===== src/sv/dsfrs_pkg.sv =====
// ----------------------------------------------------------------------------
// dsfrs_pkg: shared types and constants
// Request codes, sequencer states, fixed values and the divider status.
// ----------------------------------------------------------------------------
`default_nettype none

package dsfrs_pkg;

    localparam int RATE_W  = 18;
    localparam int CLOCK_W = 22;
    localparam int STEP_W  = 24;

    localparam logic [3:0] REQ_DATA_WR     = 4'd0;
    localparam logic [3:0] REQ_CTRL_WR     = 4'd1;
    localparam logic [3:0] REQ_DIVISOR_WR  = 4'd2;
    localparam logic [3:0] REQ_LEVEL_WR    = 4'd3;
    localparam logic [3:0] REQ_CMD_RD      = 4'd4;
    localparam logic [3:0] REQ_STATUS_RD   = 4'd5;
    localparam logic [3:0] REQ_DIVISOR_RD  = 4'd6;
    localparam logic [3:0] REQ_PRESENCE_RD = 4'd7;
    localparam logic [3:0] REQ_JOYSTICK_RD = 4'd8;
    localparam logic [3:0] REQ_FRAMES      = 4'd9;

    localparam logic       REG_OUTPUT_RATE = 1'b0;
    localparam logic       REG_DAC_CLOCK   = 1'b1;

    localparam logic [RATE_W-1:0]  RATE_RESET  = 18'd48000;
    localparam logic [CLOCK_W-1:0] CLOCK_RESET = 22'd1000000;

    localparam logic [7:0] MIDLINE      = 8'd128;
    localparam logic [7:0] PRESENCE     = 8'hFF;
    localparam logic [7:0] DIV_MIN      = 8'd45;
    localparam logic [7:0] DIV_FALLBACK = 8'd125;
    localparam logic [STEP_W-1:0] STEP_MAX = 24'hFFFFFF;

    typedef enum logic [6:0] {
        S_IDLE      = 7'b0000001,
        S_DIV_CLOCK = 7'b0000010,
        S_DIV_RATE  = 7'b0000100,
        S_DIV_SPAN  = 7'b0001000,
        S_FRAME_RD  = 7'b0010000,
        S_FRAME_OUT = 7'b0100000,
        S_EMIT      = 7'b1000000
    } state_t;

    typedef struct packed {
        logic busy;
        logic done;
    } div_stat_t;

endpackage

`default_nettype wire


===== src/sv/dsfrs_div.sv =====
// ----------------------------------------------------------------------------
// dsfrs_div: shared restoring divider
// One quotient bit per cycle; done is raised together with the last bit.
// ----------------------------------------------------------------------------
`default_nettype none

module dsfrs_div #(
    parameter int DW = 40
) (
    input  wire logic                aclk,
    input  wire logic                aresetn,
    input  wire logic                start,
    input  wire logic [DW-1:0]       dividend,
    input  wire logic [DW-1:0]       divisor,
    output logic [DW-1:0]            quotient,
    output dsfrs_pkg::div_stat_t     stat
);

    localparam int CW = $clog2(DW + 1);

    logic [DW-1:0] rem_reg;
    logic [DW-1:0] quot_reg;
    logic [DW-1:0] dsr_reg;
    logic [CW-1:0] cnt_reg;
    logic          busy_reg;
    logic          done_reg;
    logic [DW:0]   rem_sh;
    logic [DW:0]   rem_sub;
    logic          ge;

    always_comb begin
        rem_sh  = {rem_reg, quot_reg[DW-1]};
        ge      = rem_sh >= {1'b0, dsr_reg};
        rem_sub = rem_sh - {1'b0, dsr_reg};
    end

    always_ff @(posedge aclk) begin
        if (!aresetn) begin
            busy_reg <= 1'b0;
            done_reg <= 1'b0;
            cnt_reg  <= '0;
        end else begin
            done_reg <= 1'b0;
            if (start) begin
                busy_reg <= 1'b1;
                cnt_reg  <= CW'(DW);
            end else if (busy_reg) begin
                cnt_reg <= cnt_reg - 1'b1;
                if (cnt_reg == CW'(1)) begin
                    busy_reg <= 1'b0;
                    done_reg <= 1'b1;
                end
            end
        end
    end

    always_ff @(posedge aclk) begin
        if (start) begin
            rem_reg  <= '0;
            quot_reg <= dividend;
            dsr_reg  <= divisor;
        end else if (busy_reg) begin
            rem_reg  <= ge ? rem_sub[DW-1:0] : rem_sh[DW-1:0];
            quot_reg <= {quot_reg[DW-2:0], ge};
        end
    end

    assign quotient  = quot_reg;
    assign stat      = '{busy: busy_reg, done: done_reg};

endmodule

`default_nettype wire


===== config.mk =====
export PLATFORM = sky130hd
export DESIGN_NAME = dsfrs_div
export DESIGN_NICKNAME = d
export VERILOG_FILES = /design/src/sv/dsfrs_pkg.sv /design/src/sv/dsfrs_div.sv
export SDC_FILE = /design/constraint.sdc
export NUM_CORES = 1
export LEC_CHECK = 0
export ABC_AREA = 1
export CAP_MARGIN = 20
export CORE_ASPECT_RATIO = 1.2
export CORE_MARGIN = 3
export CORE_UTILIZATION = 40
export CTS_CLUSTER_SIZE = 20
export DETAILED_ROUTE_END_ITERATION = 10
export DONT_BUFFER_PORTS = 1
export SYNTH_ARGS = -nofsm -noshare
export SYNTH_HDL_FRONTEND = slang
export SYNTH_SLANG_ARGS = --single-unit

===== constraint.sdc =====
create_clock -name aclk -period 3 [get_ports aclk]
set_input_delay 0.15 -clock aclk [delete_from_list [all_inputs] [get_ports aclk]]
set_output_delay 0.15 -clock aclk [all_outputs]
set_load 0.1 [all_outputs]

-- Yosys cells after proc, flatten, opt, wreduce, memory -nomap -nowiden
Index checks and enable logic that the tools add are counted.
- register bits: 128
- output and inout bits: 42
- logic and storage cells: 25
- add/sub/neg operators: 2
- order comparisons: 1
- equal/unequal tests: 1
- muxes and demuxes: 9
- bitwise gates (word level): 2
- reductions and logical operators: 3
- operator list (operator ; count):
    two-way mux 40 bit ; 3
    greater-or-equal comparator 41 x 40 -> 1 bit ; 1
    subtractor 40 bit ; 1
    two-way mux 6 bit ; 2
    equality test 6 x 1 -> 1 bit (second input constant) ; 1
    subtractor 6 x 1 -> 6 bit (second input constant) ; 1
    two-way mux 1 bit ; 4
    OR reduction 3 bit ; 1
    inverter 1 bit ; 2
    nonzero test 2 bit ; 1
    OR reduction 2 bit ; 1

-- Logic depth before layout (Yosys ltp)
- depth after elaboration: 4
- depth in mapped cells: 17
- depth with buffers taken out: 17

-- Least setup slack after synthesis
Ideal clock, no wire load.
- path kind: reg-to-reg
- start: reg quot_reg[39], in the netlist quotient[39]
- end: reg rem_reg[16]
- setup time: 187 ps
- arrival: 2448 ps
- setup slack: 365 ps
- stages on the path, launching flop included: 13
- buffers on the path: 0
- clock period less this slack: 2635 ps
- cell sequence: edfxtp_1 > inv_1 > ha_1 > fa_1 > nor2_1 > o21ai_0 > nand2_1 > nand2_1 > nand2_1 > xnor2_1 > nand2_1 > nand3_1 > o21ai_1
- cells in the longest elaborated chain, start to end: 2
- elaborated cells between the ends (all ways): 3
- classes of those cells: add/sub: 1; order compare: 1; mux: 1
- ends and longest elaborated chain (element ; line ; RTL):
    from (decl) ; dsfrs_div.sv:22 ; logic [DW-1:0] quot_reg;
    from (signal assigned) ; dsfrs_div.sv:60 ; quot_reg <= dividend;
    from (signal assigned) ; dsfrs_div.sv:64 ; quot_reg <= {quot_reg[DW-2:0], ge};
    subtractor 40 bit or greater-or-equal comparator 41 x 40 -> 1 bit (tied branches) ; dsfrs_div.sv:34, dsfrs_div.sv:33 ;
    two-way mux 40 bit (*) ; dsfrs_div.sv:63 ; rem_reg <= ge ? rem_sub[DW-1:0] : rem_sh[DW-1:0];
    to (signal assigned) ; dsfrs_div.sv:63 ;
    to (decl) ; dsfrs_div.sv:21 ; logic [DW-1:0] rem_reg;
Every way passes the cells marked *; elsewhere a longest branch is shown, timed or not.
A chain may end at the register's enable or synchronous reset.

-- Worst setup path after layout
- start: reg dsr_reg[23]
- end: reg rem_reg[22]
- cells in the longest elaborated chain, start to end: 2
- ends and longest elaborated chain (element ; line ; RTL):
    from (decl) ; dsfrs_div.sv:23 ; logic [DW-1:0] dsr_reg;
    from (signal assigned) ; dsfrs_div.sv:61 ; dsr_reg <= divisor;
    greater-or-equal comparator 41 x 40 -> 1 bit ; dsfrs_div.sv:33 ; ge = rem_sh >= {1'b0, dsr_reg};
    two-way mux 40 bit ; dsfrs_div.sv:63 ;
No other way between the ends.

==> flow_summary.ini <==
[logic_synthesis]
yosys-top-cells-area = edfxtp_1 (28%), nand2_1 (23%), dfxtp_1 (11%), inv_1 (9.7%), ha_1 (6.2%)
synth_edf_count = 80
synthArstFlopShare = 0
ys.flop_type = edfxtp_1
netlist_area_um2 = 8510
syn_area_per_cell_um2 = 6.82
synth.area.mux_share = 0
yosysTopAreaCell = edfxtp_1
synth_simple_gate_area_frac = 0.356
synth_compound_area_frac = 0.0420
synthAdderAreaFrac = 0.0641
synthTopCellsByCount = nand2_1 (514), inv_1 (219), nand3_1 (91)
synthCells = 1248
synth.most_common_cell = nand2_1
ys_seq_area_frac = 0.395
synth_top_family_by_area = simple AND/OR/NAND/NOR gates
synth.ff_latch_count = 128
synth.top_cell.area_share = 0.282
yosys_warnings = 0
yosysUniqueCellTypes = 37
synthXorXnorAreaFrac = 0.0226
synth_fp_nets = 1374

[sta]
drv_slew = 0
hold_violations = 0
timing.setup.tns_ps = 0
timing.fmax_ghz = 0.396
worst_slack_ps = 472
worstMarginPinSlew_ps = 955
rsz0062_at_grt = false
finalSetupViolations = 0
min_period_over_period = 0.843
finClkSkew_ps = 10.7
fin_crit_ps = 2530
relSlewSlack = 0.363

[detailed_routing]
routed_wl_um = 22500
num_vias = 7702
avgViaCountPerCell = 4.79
wl_met2_um = 10700
top_layer = met4
routedWlPerCell_um = 14.0
met3_length_um = 1290
postRouteAntennaNets = 0
firstDrtPassIters = 5
first_iter_violations = 390
drc = 0
wl_met1_um = 9920

[grt]
grt_pass1_vias = 7585
grt_pass1_wl_um = 37400
global_route.usage.total = 0.197
grt_max_degree = 80
grt_antenna_before_repair = 0
grt-ovfl-total = 0

[finish]
finalNetCount = 1455
antenna_cells = 0
drive_gt1_frac = 0.0469
areaGrowthSynthToFinish_pct = 19.4
n_fill_cell = 2106
final_cells = 1607
design_area_um2 = 10200

[power_and_ir_drop]
power_leakage_nw = 5.26
power_density_nw_per_um2 = 495
ir_worst_vdd_v = 0.000402

[place]
gp_congestion = 0.977
placed_area_um2 = 8750
numPortBuffers = 0
dp.cells = 1494
preCtsSetupSlack_ps = 447
dp_hpwl_um = 16300

[worst_setup_path]
r2r_start = dsr_reg[23]$_DFFE_PP_
critPathRequiredTime_ps = 3370
reg2reg_setup_slack_ps = 470
critPathCaptureType = register
cp.arrival_ps = 2900
worstSetupPathType = register to register
rr_worst_depth = 12
start_kind = register
reg2reg_to = rem_reg[22]$_SDFFE_PP0P_
worst-path-max-fanout = 40

[hold_path]
hold_start = dividend[0]
whs_path_depth = 2
min_to = quotient[0]$_DFFE_PP_
hp-class = input port to register

[clock_tree]
cts_root_buf = clkbuf_16
clk_pin_slew_ps = 70
cts_tree = yes
htreeDepth = 4
clk_latency_ps = 430
cts-resized-gates = 0
numCtsBuffers = 17
clock_sinks = 128
cts_buffer_depth = 2

[floorplan]
die_y_um = 166
die_area_um2 = 23100
placementRows = 57
design.core.area_um2 = 20500
die_w_um = 139
initial_core_util = 0.414
ios = 125

[job]
maxCapViolCount = 0

[status]
status = completed
## worst max-delay path, stage by stage, from the launching register on
cell,delay [ps]
edfxtp_1,320
inv_1,40
ha_1,330
nand2_2,140
inv_2,30
a21oi_1,260
a21boi_2,250
nand3_2,130
nand2_4,280
nand2_4,330
nand2_1,170
nand3_1,80
nand2_1,90
## placed cells by master, fill, tap and decap left out, types with 21 or more instances in the layout
cell type        n
dlygate4sd3_1   80
nor2_1          80
inv_1          218
ha_1            42
nand3_1         91
nand2_1        514
a21oi_1         28
edfxtp_1        80
dfxtp_1         48
nand3b_1        21
## through the flow
stage	hold WS [ps]	utilization	power (mW)
floorplan	249	-	2.80
global placement	249	0.426	2.90
global route	76.3	0.495	5.23
finish	56.8	0.495	5.03
CTS	41.6	0.495	5.08
detailed placement	249	0.426	2.91
## worst max path at each step
stage,startpoint,endpoint,slack (ps),cells after the start
2_1_floorplan,quotient[39]$_DFFE_PP_,rem_reg[16]$_SDFFE_PP0P_,360,12
3_3_place_gp,quotient[39]$_DFFE_PP_,rem_reg[32]$_SDFFE_PP0P_,500,15
3_5_place_dp,dsr_reg[7]$_DFFE_PP_,rem_reg[13]$_SDFFE_PP0P_,450,15
4_1_cts,dsr_reg[7]$_DFFE_PP_,rem_reg[16]$_SDFFE_PP0P_,420,15
5_1_grt,dsr_reg[3]$_DFFE_PP_,rem_reg[8]$_SDFFE_PP0P_,140,15
6_report,dsr_reg[23]$_DFFE_PP_,rem_reg[22]$_SDFFE_PP0P_,470,12
## timing repair
action / CTS / global route
hold endpoints to repair: 127 / 0
endpoints found under the setup margin: 0 / 0
hold buffers: 81 / 0
setup buffers: 0 / 0
## logic make-up after synthesis
kind of cell             after synthesis
AND/OR/NAND/NOR                      734
buffers and inverters                255
flip-flops                           128
AO/OA/AOI/OAI                         66
adder cells (fa/ha/maj)               43
XOR/XNOR                              22
## area by class of cell
class                   count  area, um2  area share
multi-input cells         865       4130       0.406
flip-flops and latches    128       3360       0.331
repair buffers             92        911      0.0896
clock buffers              17        425      0.0419
well taps                 265        332      0.0326
inverters                 225        845      0.0831
clock inverters            15        159      0.0156
## per-layer routing
layer,up-vias,global-route usage
met2,205,0.336
met3,36,0.0469
met5,-,0
met4,0,0.0689
met1,3448,0.244
li1,4013,-
## power breakdown
part | total [mW] | switching, mW | internal [mW]
Combinational | 0.535 | 0.331 | 0.204
Clock | 2.06 | 0.940 | 1.12
Sequential | 2.44 | 0.441 | 2.00
Total | 5.03 | 1.71 | 3.32
Power figures use the tool's default switching activity.
